<file path="src/hdl/bpa_pkg.sv">
// Shared types, codes and constants for the bitmap page allocator.
package bpa_pkg;

   localparam int MAP_PAGES_DEF = 4096;
   localparam int PAGE_BITS_DEF = 12;
   localparam int ADDR_BITS_DEF = 32;

   localparam int FIELD_W      = 32;
   localparam int FUNC_W       = 2;
   localparam int STATUS_W     = 2;
   localparam int FIRST_PAGE_W = 20;
   localparam int END_PAGE_W   = 21;
   localparam int CSR_IDX_W    = 1;
   localparam int CSR_DATA_W   = 21;
   localparam int REQ_DATA_W   = 128;
   localparam int RSP_DATA_W   = 40;

   localparam logic [END_PAGE_W-1:0] END_PAGE_RST = END_PAGE_W'(4096);

   localparam logic [CSR_IDX_W-1:0] CSR_FIRST_PAGE = 1'b0;
   localparam logic [CSR_IDX_W-1:0] CSR_END_PAGE   = 1'b1;

   typedef enum logic [FUNC_W-1:0] {
      FN_RESERVE = 2'd0,
      FN_FREE    = 2'd1,
      FN_ALLOC   = 2'd2,
      FN_INVALID = 2'd3
   } func_type;

   typedef enum logic [STATUS_W-1:0] {
      STAT_OK       = 2'd0,
      STAT_REJECT   = 2'd1,
      STAT_NO_SPACE = 2'd2,
      STAT_BAD      = 2'd3
   } status_type;

   typedef enum logic [4:0] {
      CMD_NOP,
      CMD_CLR,
      CMD_LOAD,
      CMD_PREP1,
      CMD_PREP2,
      CMD_PREP3,
      CMD_PREP4,
      CMD_RSV_INIT,
      CMD_FREE_INIT,
      CMD_SCAN_INIT,
      CMD_J_INC,
      CMD_ALIGN,
      CMD_RUN_END,
      CMD_SKIP,
      CMD_RESTART,
      CMD_REPASS,
      CMD_FIN1,
      CMD_FIN2,
      CMD_FIN3,
      CMD_FIN4,
      CMD_FIN5,
      CMD_WR_ONE,
      CMD_WR_ZERO,
      CMD_POST
   } dp_cmd_type;

   typedef struct packed {
      dp_cmd_type op;
      status_type status;
   } dp_ctrl_type;

   typedef struct packed {
      func_type func;
      logic     rsv_bad;
      logic     free_bad;
      logic     alloc_bad;
      logic     j_ge_n;
      logic     j_ge_end;
      logic     j_eq_end;
      logic     map_bit;
      logic     pref_le_offs;
      logic     clr_last;
   } dp_stat_type;

endpackage

</file>
<file path="src/hdl/bpa_ctrl.sv">
// Sequencer of the page allocator: request handshake, map sweep and scan control.
module bpa_ctrl (
   input  logic                 clock,
   input  logic                 reset,
   input  logic                 req_tvalid,
   output logic                 req_tready,
   output logic                 rsp_tvalid,
   input  logic                 rsp_tready,
   input  bpa_pkg::dp_stat_type stat,
   output bpa_pkg::dp_ctrl_type ctrl
);
   import bpa_pkg::*;

   typedef enum logic [4:0] {
      S_CLEAR, S_IDLE, S_PREP1, S_PREP2, S_PREP3, S_PREP4, S_DISPATCH,
      S_FILL, S_FREE_RD, S_FREE_CHK, S_SEEK_RD, S_SEEK_CHK, S_ALN_RD,
      S_ALN_CHK, S_RUN_RD, S_RUN_CHK, S_PASS_END,
      S_FIN1, S_FIN2, S_FIN3, S_FIN4, S_FIN5, S_DONE
   } state_type;

   state_type  state_ff, state_in;
   status_type status_ff, status_in;
   logic       rsp_valid_ff, rsp_valid_in;
   dp_cmd_type op;
   logic       post;

   always_comb begin
      state_in  = state_ff;
      status_in = status_ff;
      op        = CMD_NOP;
      post      = 1'b0;
      case (state_ff)
         S_CLEAR: begin
            op = CMD_CLR;
            if (stat.clr_last) begin
               state_in = S_IDLE;
            end
         end
         S_IDLE: begin
            if (req_tvalid) begin
               op       = CMD_LOAD;
               state_in = S_PREP1;
            end
         end
         S_PREP1: begin
            op       = CMD_PREP1;
            state_in = S_PREP2;
         end
         S_PREP2: begin
            op       = CMD_PREP2;
            state_in = S_PREP3;
         end
         S_PREP3: begin
            op       = CMD_PREP3;
            state_in = S_PREP4;
         end
         S_PREP4: begin
            op       = CMD_PREP4;
            state_in = S_DISPATCH;
         end
         S_DISPATCH: begin
            status_in = STAT_OK;
            case (stat.func)
               FN_RESERVE: begin
                  if (stat.rsv_bad) begin
                     status_in = STAT_REJECT;
                     state_in  = S_DONE;
                  end else begin
                     op       = CMD_RSV_INIT;
                     state_in = S_FILL;
                  end
               end
               FN_FREE: begin
                  if (stat.free_bad) begin
                     status_in = STAT_REJECT;
                     state_in  = S_DONE;
                  end else begin
                     op       = CMD_FREE_INIT;
                     state_in = S_FREE_RD;
                  end
               end
               FN_ALLOC: begin
                  if (stat.alloc_bad) begin
                     status_in = STAT_BAD;
                     state_in  = S_DONE;
                  end else begin
                     op       = CMD_SCAN_INIT;
                     state_in = S_SEEK_RD;
                  end
               end
               default: begin
                  status_in = STAT_BAD;
                  state_in  = S_DONE;
               end
            endcase
         end
         S_FILL: begin
            if (stat.j_ge_end) begin
               state_in = S_DONE;
            end else begin
               op = CMD_WR_ONE;
            end
         end
         S_FREE_RD: begin
            state_in = stat.j_ge_end ? S_DONE : S_FREE_CHK;
         end
         S_FREE_CHK: begin
            if (!stat.map_bit) begin
               status_in = STAT_REJECT;
               state_in  = S_DONE;
            end else begin
               op       = CMD_WR_ZERO;
               state_in = S_FREE_RD;
            end
         end
         S_SEEK_RD: begin
            state_in = stat.j_ge_n ? S_PASS_END : S_SEEK_CHK;
         end
         S_SEEK_CHK: begin
            if (stat.map_bit) begin
               op       = CMD_J_INC;
               state_in = S_SEEK_RD;
            end else begin
               op       = CMD_ALIGN;
               state_in = S_ALN_RD;
            end
         end
         S_ALN_RD: begin
            op       = CMD_RUN_END;
            state_in = stat.j_ge_n ? S_PASS_END : S_ALN_CHK;
         end
         S_ALN_CHK: begin
            if (stat.map_bit) begin
               op       = CMD_SKIP;
               state_in = S_SEEK_RD;
            end else begin
               state_in = S_RUN_RD;
            end
         end
         S_RUN_RD: begin
            if (stat.j_eq_end) begin
               state_in = S_FIN1;
            end else if (stat.j_ge_n) begin
               op       = CMD_RESTART;
               state_in = S_SEEK_RD;
            end else begin
               state_in = S_RUN_CHK;
            end
         end
         S_RUN_CHK: begin
            if (stat.map_bit) begin
               op       = CMD_RESTART;
               state_in = S_SEEK_RD;
            end else begin
               op       = CMD_J_INC;
               state_in = S_RUN_RD;
            end
         end
         S_PASS_END: begin
            if (stat.pref_le_offs) begin
               status_in = STAT_NO_SPACE;
               state_in  = S_DONE;
            end else begin
               op       = CMD_REPASS;
               state_in = S_SEEK_RD;
            end
         end
         S_FIN1: begin
            op       = CMD_FIN1;
            state_in = S_FIN2;
         end
         S_FIN2: begin
            op       = CMD_FIN2;
            state_in = S_FIN3;
         end
         S_FIN3: begin
            op       = CMD_FIN3;
            state_in = S_FIN4;
         end
         S_FIN4: begin
            op       = CMD_FIN4;
            state_in = S_FIN5;
         end
         S_FIN5: begin
            op       = CMD_FIN5;
            state_in = S_FILL;
         end
         S_DONE: begin
            if (!rsp_valid_ff || rsp_tready) begin
               op       = CMD_POST;
               post     = 1'b1;
               state_in = S_IDLE;
            end
         end
         default: state_in = S_IDLE;
      endcase
      if (post) begin
         rsp_valid_in = 1'b1;
      end else if (rsp_tready) begin
         rsp_valid_in = 1'b0;
      end else begin
         rsp_valid_in = rsp_valid_ff;
      end
   end

   always_ff @(posedge clock) begin
      if (reset) begin
         state_ff     <= S_CLEAR;
         status_ff    <= STAT_OK;
         rsp_valid_ff <= 1'b0;
      end else begin
         state_ff     <= state_in;
         status_ff    <= status_in;
         rsp_valid_ff <= rsp_valid_in;
      end
   end

   assign ctrl.op     = op;
   assign ctrl.status = status_ff;
   assign req_tready  = (state_ff == S_IDLE);
   assign rsp_tvalid  = rsp_valid_ff;

endmodule

</file>
<file path="config.mk">
export PLATFORM = sky130hd
export DESIGN_NAME = bpa_ctrl
export DESIGN_NICKNAME = d
export VERILOG_FILES = /design/src/hdl/bpa_pkg.sv /design/src/hdl/bpa_ctrl.sv
export SDC_FILE = /design/constraint.sdc
export NUM_CORES = 1
export LEC_CHECK = 0
export ABC_CLOCK_PERIOD_IN_PS = 3090
export BUFFER_PORTS_ARGS = -buffer_cell sky130_fd_sc_hd__buf_2
export CAP_MARGIN = 20
export CELL_PAD_IN_SITES_DETAIL_PLACEMENT = 1
export CELL_PAD_IN_SITES_GLOBAL_PLACEMENT = 2
export CORE_MARGIN = 2
export CORE_UTILIZATION = 33
export CTS_CLUSTER_DIAMETER = 30
export CTS_CLUSTER_SIZE = 24
export DETAILED_ROUTE_END_ITERATION = 7
export PLACE_DENSITY = 0.91
export SLEW_MARGIN = 5
export SYNTH_ARGS = -nofsm -noshare
export SYNTH_HDL_FRONTEND = slang
export SYNTH_SLANG_ARGS = --single-unit
</file>
<file path="constraint.sdc">
create_clock -name clock -period 3.09 [get_ports clock]
set_input_delay 0.4635 -clock clock [delete_from_list [all_inputs] [get_ports clock]]
set_output_delay 0.4635 -clock clock [all_outputs]
set_load 0.02 [all_outputs]
</file>
==> flow_summary.html <==
<table>
<tr><th>Metric</th><th>Value</th></tr>
<tr><th colspan="2">Status</th></tr>
<tr><td>Result of the run</td><td>finished, final reports clean</td></tr>
<tr><th colspan="2">Detailed routing</th></tr>
<tr><td>Antenna viol nets, final</td><td>0</td></tr>
<tr><td>Length of the first detailed-routing pass in iterations</td><td>4</td></tr>
<tr><td>Routed WL</td><td>between 4000 and 5000 µm</td></tr>
<tr><td>Number of DRC markers in iteration 0</td><td>approximately 130</td></tr>
<tr><td>Wire length per cell after detailed routing</td><td>between 15 and 20 µm</td></tr>
<tr><td>Count of unresolved DRC violations after routing</td><td>0</td></tr>
<tr><td>Via count normalized by instance count</td><td>6.38</td></tr>
<tr><td>Total via count after detailed routing</td><td>between 1500 and 2000</td></tr>
<tr><th colspan="2">Synthesis</th></tr>
<tr><td>Sequential area share after synthesis</td><td>0.128</td></tr>
<tr><td>Post-Synthesis Mean Instance Area</td><td>between 7 and 8 µm²</td></tr>
<tr><td>Cell type with the highest aggregate area in the netlist</td><td>sky130_fd_sc_hd__dfxtp_1</td></tr>
<tr><td>Count of warnings emitted by yosys</td><td>0</td></tr>
<tr><td>Count of flip-flops with a built-in enable after synthesis</td><td>0</td></tr>
<tr><td>Synth Instances</td><td>about 180</td></tr>
<tr><td>Share of the synthesized area in the top cell type</td><td>0.128</td></tr>
<tr><td>Post-synth ARST share</td><td>0</td></tr>
<tr><td>Syn nets</td><td>190</td></tr>
<tr><td>Primary FF master, synth</td><td>sky130_fd_sc_hd__dfxtp_1</td></tr>
<tr><td>Number of unique standard cell types used by synthesis</td><td>58</td></tr>
<tr><td>Ranking of synthesized cells by area</td><td>sky130_fd_sc_hd__dfxtp_1, sky130_fd_sc_hd__o21ai_0, sky130_fd_sc_hd__a21oi_1</td></tr>
<tr><td>Count of state elements after synthesis</td><td>8</td></tr>
<tr><td>Post-Synthesis Cell Area</td><td>1250 µm²</td></tr>
<tr><th colspan="2">Cells and area</th></tr>
<tr><td># nets final</td><td>209</td></tr>
<tr><td>Fraction of layout cells with a size suffix above 1</td><td>0.203</td></tr>
<tr><td>Post-layout util</td><td>0.390</td></tr>
<tr><td>Post-synthesis to final-layout area growth</td><td>14.4%</td></tr>
<tr><td>Number of antenna diodes</td><td>0</td></tr>
<tr><th colspan="2">Placement</th></tr>
<tr><td>Number of port buffers</td><td>23</td></tr>
<tr><td>Post-DP HPWL</td><td>3630 µm</td></tr>
<tr><td>Routability cong.</td><td>0.930</td></tr>
<tr><th colspan="2">Power</th></tr>
<tr><td>Power per cell area</td><td>~270 nW/µm²</td></tr>
<tr><td>VDD IR-drop max</td><td>224 µV</td></tr>
<tr><td>Leakage Power</td><td>about 0.00055 µW</td></tr>
<tr><th colspan="2">STA</th></tr>
<tr><td>Max-slew violations</td><td>0</td></tr>
<tr><td>Fin Setup TNS</td><td>0 ps</td></tr>
<tr><td>Final worst path period share</td><td>0.922</td></tr>
<tr><td>Endpoints failing setup</td><td>0</td></tr>
<tr><td>Transition time at the pin with the least slew margin</td><td>approximately 780 ps</td></tr>
<tr><td>Worst slew margin relative to its limit</td><td>0.465</td></tr>
<tr><td>Maximum operating frequency</td><td>~350 MHz</td></tr>
<tr><td>Post-layout min period</td><td>roughly 2800 ps</td></tr>
<tr><td>Hold Violations, Final</td><td>0</td></tr>
<tr><td>Unrepaired setup endpoints after global routing</td><td>no</td></tr>
<tr><td>Post-Route Skew</td><td>between 7 and 8 ps</td></tr>
<tr><th colspan="2">CTS</th></tr>
<tr><td>Post-CTS setup buffer count</td><td>0</td></tr>
<tr><td>H-tree levels</td><td>1</td></tr>
<tr><td>Clock tree sinks</td><td>8</td></tr>
<tr><td>Clock transition time at the flip-flop clock pins of the worst setup and hold paths</td><td>around 40 ps</td></tr>
<tr><td>Clock latency on the worst-skew pair</td><td>roughly 240 ps</td></tr>
<tr><td>Max clock buf depth</td><td>2</td></tr>
<tr><td>TritonCTS clock tree</td><td>built</td></tr>
<tr><td>Gates resized, CTS repair</td><td>0</td></tr>
<tr><td>CTS Hold Buffers Added</td><td>0</td></tr>
<tr><td>CTS Buf Count</td><td>3</td></tr>
<tr><td>Cell chosen for the clock root</td><td>sky130_fd_sc_hd__clkbuf_8</td></tr>
<tr><th colspan="2">Floorplanning</th></tr>
<tr><td>Number of ports placed on the die boundary</td><td>24</td></tr>
<tr><td>Core region area</td><td>approximately 3700 µm²</td></tr>
<tr><td>Die Outline Area</td><td>around 4300 µm²</td></tr>
<tr><td>Horiz. Die Dim</td><td>about 65 µm</td></tr>
<tr><td>Initial cell density of the core</td><td>0.341</td></tr>
<tr><td>Chip height</td><td>~65 µm</td></tr>
<tr><td>Row count</td><td>22</td></tr>
<tr><th colspan="2">Setup path</th></tr>
<tr><td>Maximum single-stage delay on the critical path</td><td>between 400 and 500 ps</td></tr>
<tr><td>Classification of the worst setup path</td><td>reg2out</td></tr>
<tr><td>Library cell contributing the largest single delay on the critical path</td><td>sky130_fd_sc_hd__or4b_1</td></tr>
<tr><td>Critical path data required time</td><td>roughly 2600 ps</td></tr>
<tr><td>CP arrival</td><td>between 2000 and 2500 ps</td></tr>
<tr><td>Type of element launching the critical path</td><td>flip-flop</td></tr>
<tr><td>Top fanout value on the critical path</td><td>15</td></tr>
<tr><td>Sequence of cells on the critical path</td><td>buf_4 &gt; or3b_1 &gt; nor2_1 &gt; a221oi_1 &gt; or4b_1 &gt; buf_2</td></tr>
<tr><td>Type of element capturing the critical path</td><td>output port</td></tr>
<tr><th colspan="2">Global routing</th></tr>
<tr><td>First-pass GRT wire length</td><td>about 7300 µm</td></tr>
<tr><td>Grt ovf</td><td>0</td></tr>
<tr><td>Tot GR Track Use</td><td>0.222</td></tr>
<tr><td>Initial antenna violation count</td><td>0</td></tr>
<tr><td>Pin count of the biggest net entering global routing</td><td>19</td></tr>
<tr><td>Number of global-route vias before repair</td><td>between 1000 and 1500</td></tr>
<tr><th colspan="2">Flow run</th></tr>
<tr><td>Number of max-cap violations</td><td>0</td></tr>
<tr><th colspan="2">Min path</th></tr>
<tr><td>Hold crit path type</td><td>reg2reg</td></tr>
</table>
[power breakdown]
| part | total (µW) | internal [µW] | switching [µW] |
|---|---|---|---|
| combinational | 134 | 53.0 | 80.6 |
| clock | 130 | 84.7 | 45.2 |
| sequential | 116 | 107 | 8.83 |
[through the flow]
stage	setup slack, ps	total power (µW)	cells	cell area (µm²)	hold WS, ps
after floorplan	869	204	175	1250	531
after global routing	165	397	240	1430	478
after CTS	320	380	240	1430	465
after detailed placement	581	248	237	1390	460
after global placement	654	244	237	1390	444
final	240	379	240	1430	462
[logic make-up (layout without fill, tap and decap cells)]
group,after synthesis,after routing,synth area share
AOI/OAI and AO/OA,64,64,0.361
xor gates and xnor gates,1,1,0.00702
buffers and inverters,23,40,0.0953
DFF,8,8,0.128
muxes,4,4,0.0331
and+or+nand+nor,75,75,0.375
[state kept, by name, summed over array words and instances (netlist names)]
register,cells
rsp_tvalid,1
state_ff,5
status_ff,2
[per-layer routing]
| layer | GRT usage | share of wire | vias up |
|---|---|---|---|
| li1 | - | - | 711 |
| met1 | 0.290 | 0.43 | 742 |
| met2 | 0.367 | 0.47 | 64 |
| met3 | 0.0188 | 0.064 | 13 |
| met4 | 0.107 | 0.033 | 0 |
| met5 | 0 | 0 | - |
[worst max-delay path, delay by kind of cell, from the launching register on]
| kind | cells | cell delay (ps) |
|---|---|---|
| and+or+nand+nor | 3 | 910 |
| AOI/OAI and AO/OA | 1 | 440 |
| buffers and inverters | 2 | 410 |
| DFF | 1 | 400 |
[cells in the final DEF, fill, tap and decap left out, types with 5 or more instances in the layout]
cell / synthesis / routed
sky130_fd_sc_hd__nor2_1: 13 / 13
sky130_fd_sc_hd__nor2b_1: 6 / 6
sky130_fd_sc_hd__a21oi_1: 11 / 11
sky130_fd_sc_hd__nor3_1: 8 / 8
sky130_fd_sc_hd__nand2_1: 8 / 8
sky130_fd_sc_hd__nand2b_1: 7 / 7
sky130_fd_sc_hd__o21ai_0: 15 / 15
sky130_fd_sc_hd__dfxtp_1: 8 / 8
sky130_fd_sc_hd__nor3b_1: 5 / 5
sky130_fd_sc_hd__buf_2: 8 / 23
sky130_fd_sc_hd__buf_4: 2 / 8
sky130_fd_sc_hd__inv_1: 6 / 6
[synth_stat cells (all sizes together) (4+ instances only)]
master  count
o21ai      16
dfxtp       8
nor3b       6
inv         6
nand2b      7
a21oi      11
nand2       8
nor3        8
nor2b       6
nor2       13
clkbuf      5
buf        12
or3         4
[cell type report]
class                   instances  area, µm²
multi-input cells             144        968
clock buffers                   3       41.3
well taps                      48       60.1
inverters                       6       22.5
fillers                       473       2230
repair buffers                 31        175
flip-flops and latches          8        160
[worst paths after layout]
| path | from | endpoint | slack [ps] | cells past startpoint |
|---|---|---|---|---|
| setup reg to reg | state_ff[4]$_SDFFE_PP0P_ | state_ff[1]$_SDFFE_PP0P_ | 880 | 5 |
| hold / removal | status_ff[1]$_SDFFE_PP0P_ | status_ff[1]$_SDFFE_PP0P_ | 460 | 2 |
| hold reg to reg | status_ff[1]$_SDFFE_PP0P_ | status_ff[1]$_SDFFE_PP0P_ | 460 | 2 |
| setup / recovery | state_ff[4]$_SDFFE_PP0P_ | ctrl[4] | 240 | 6 |
Note: power is estimated with default switching activity, not from simulation.
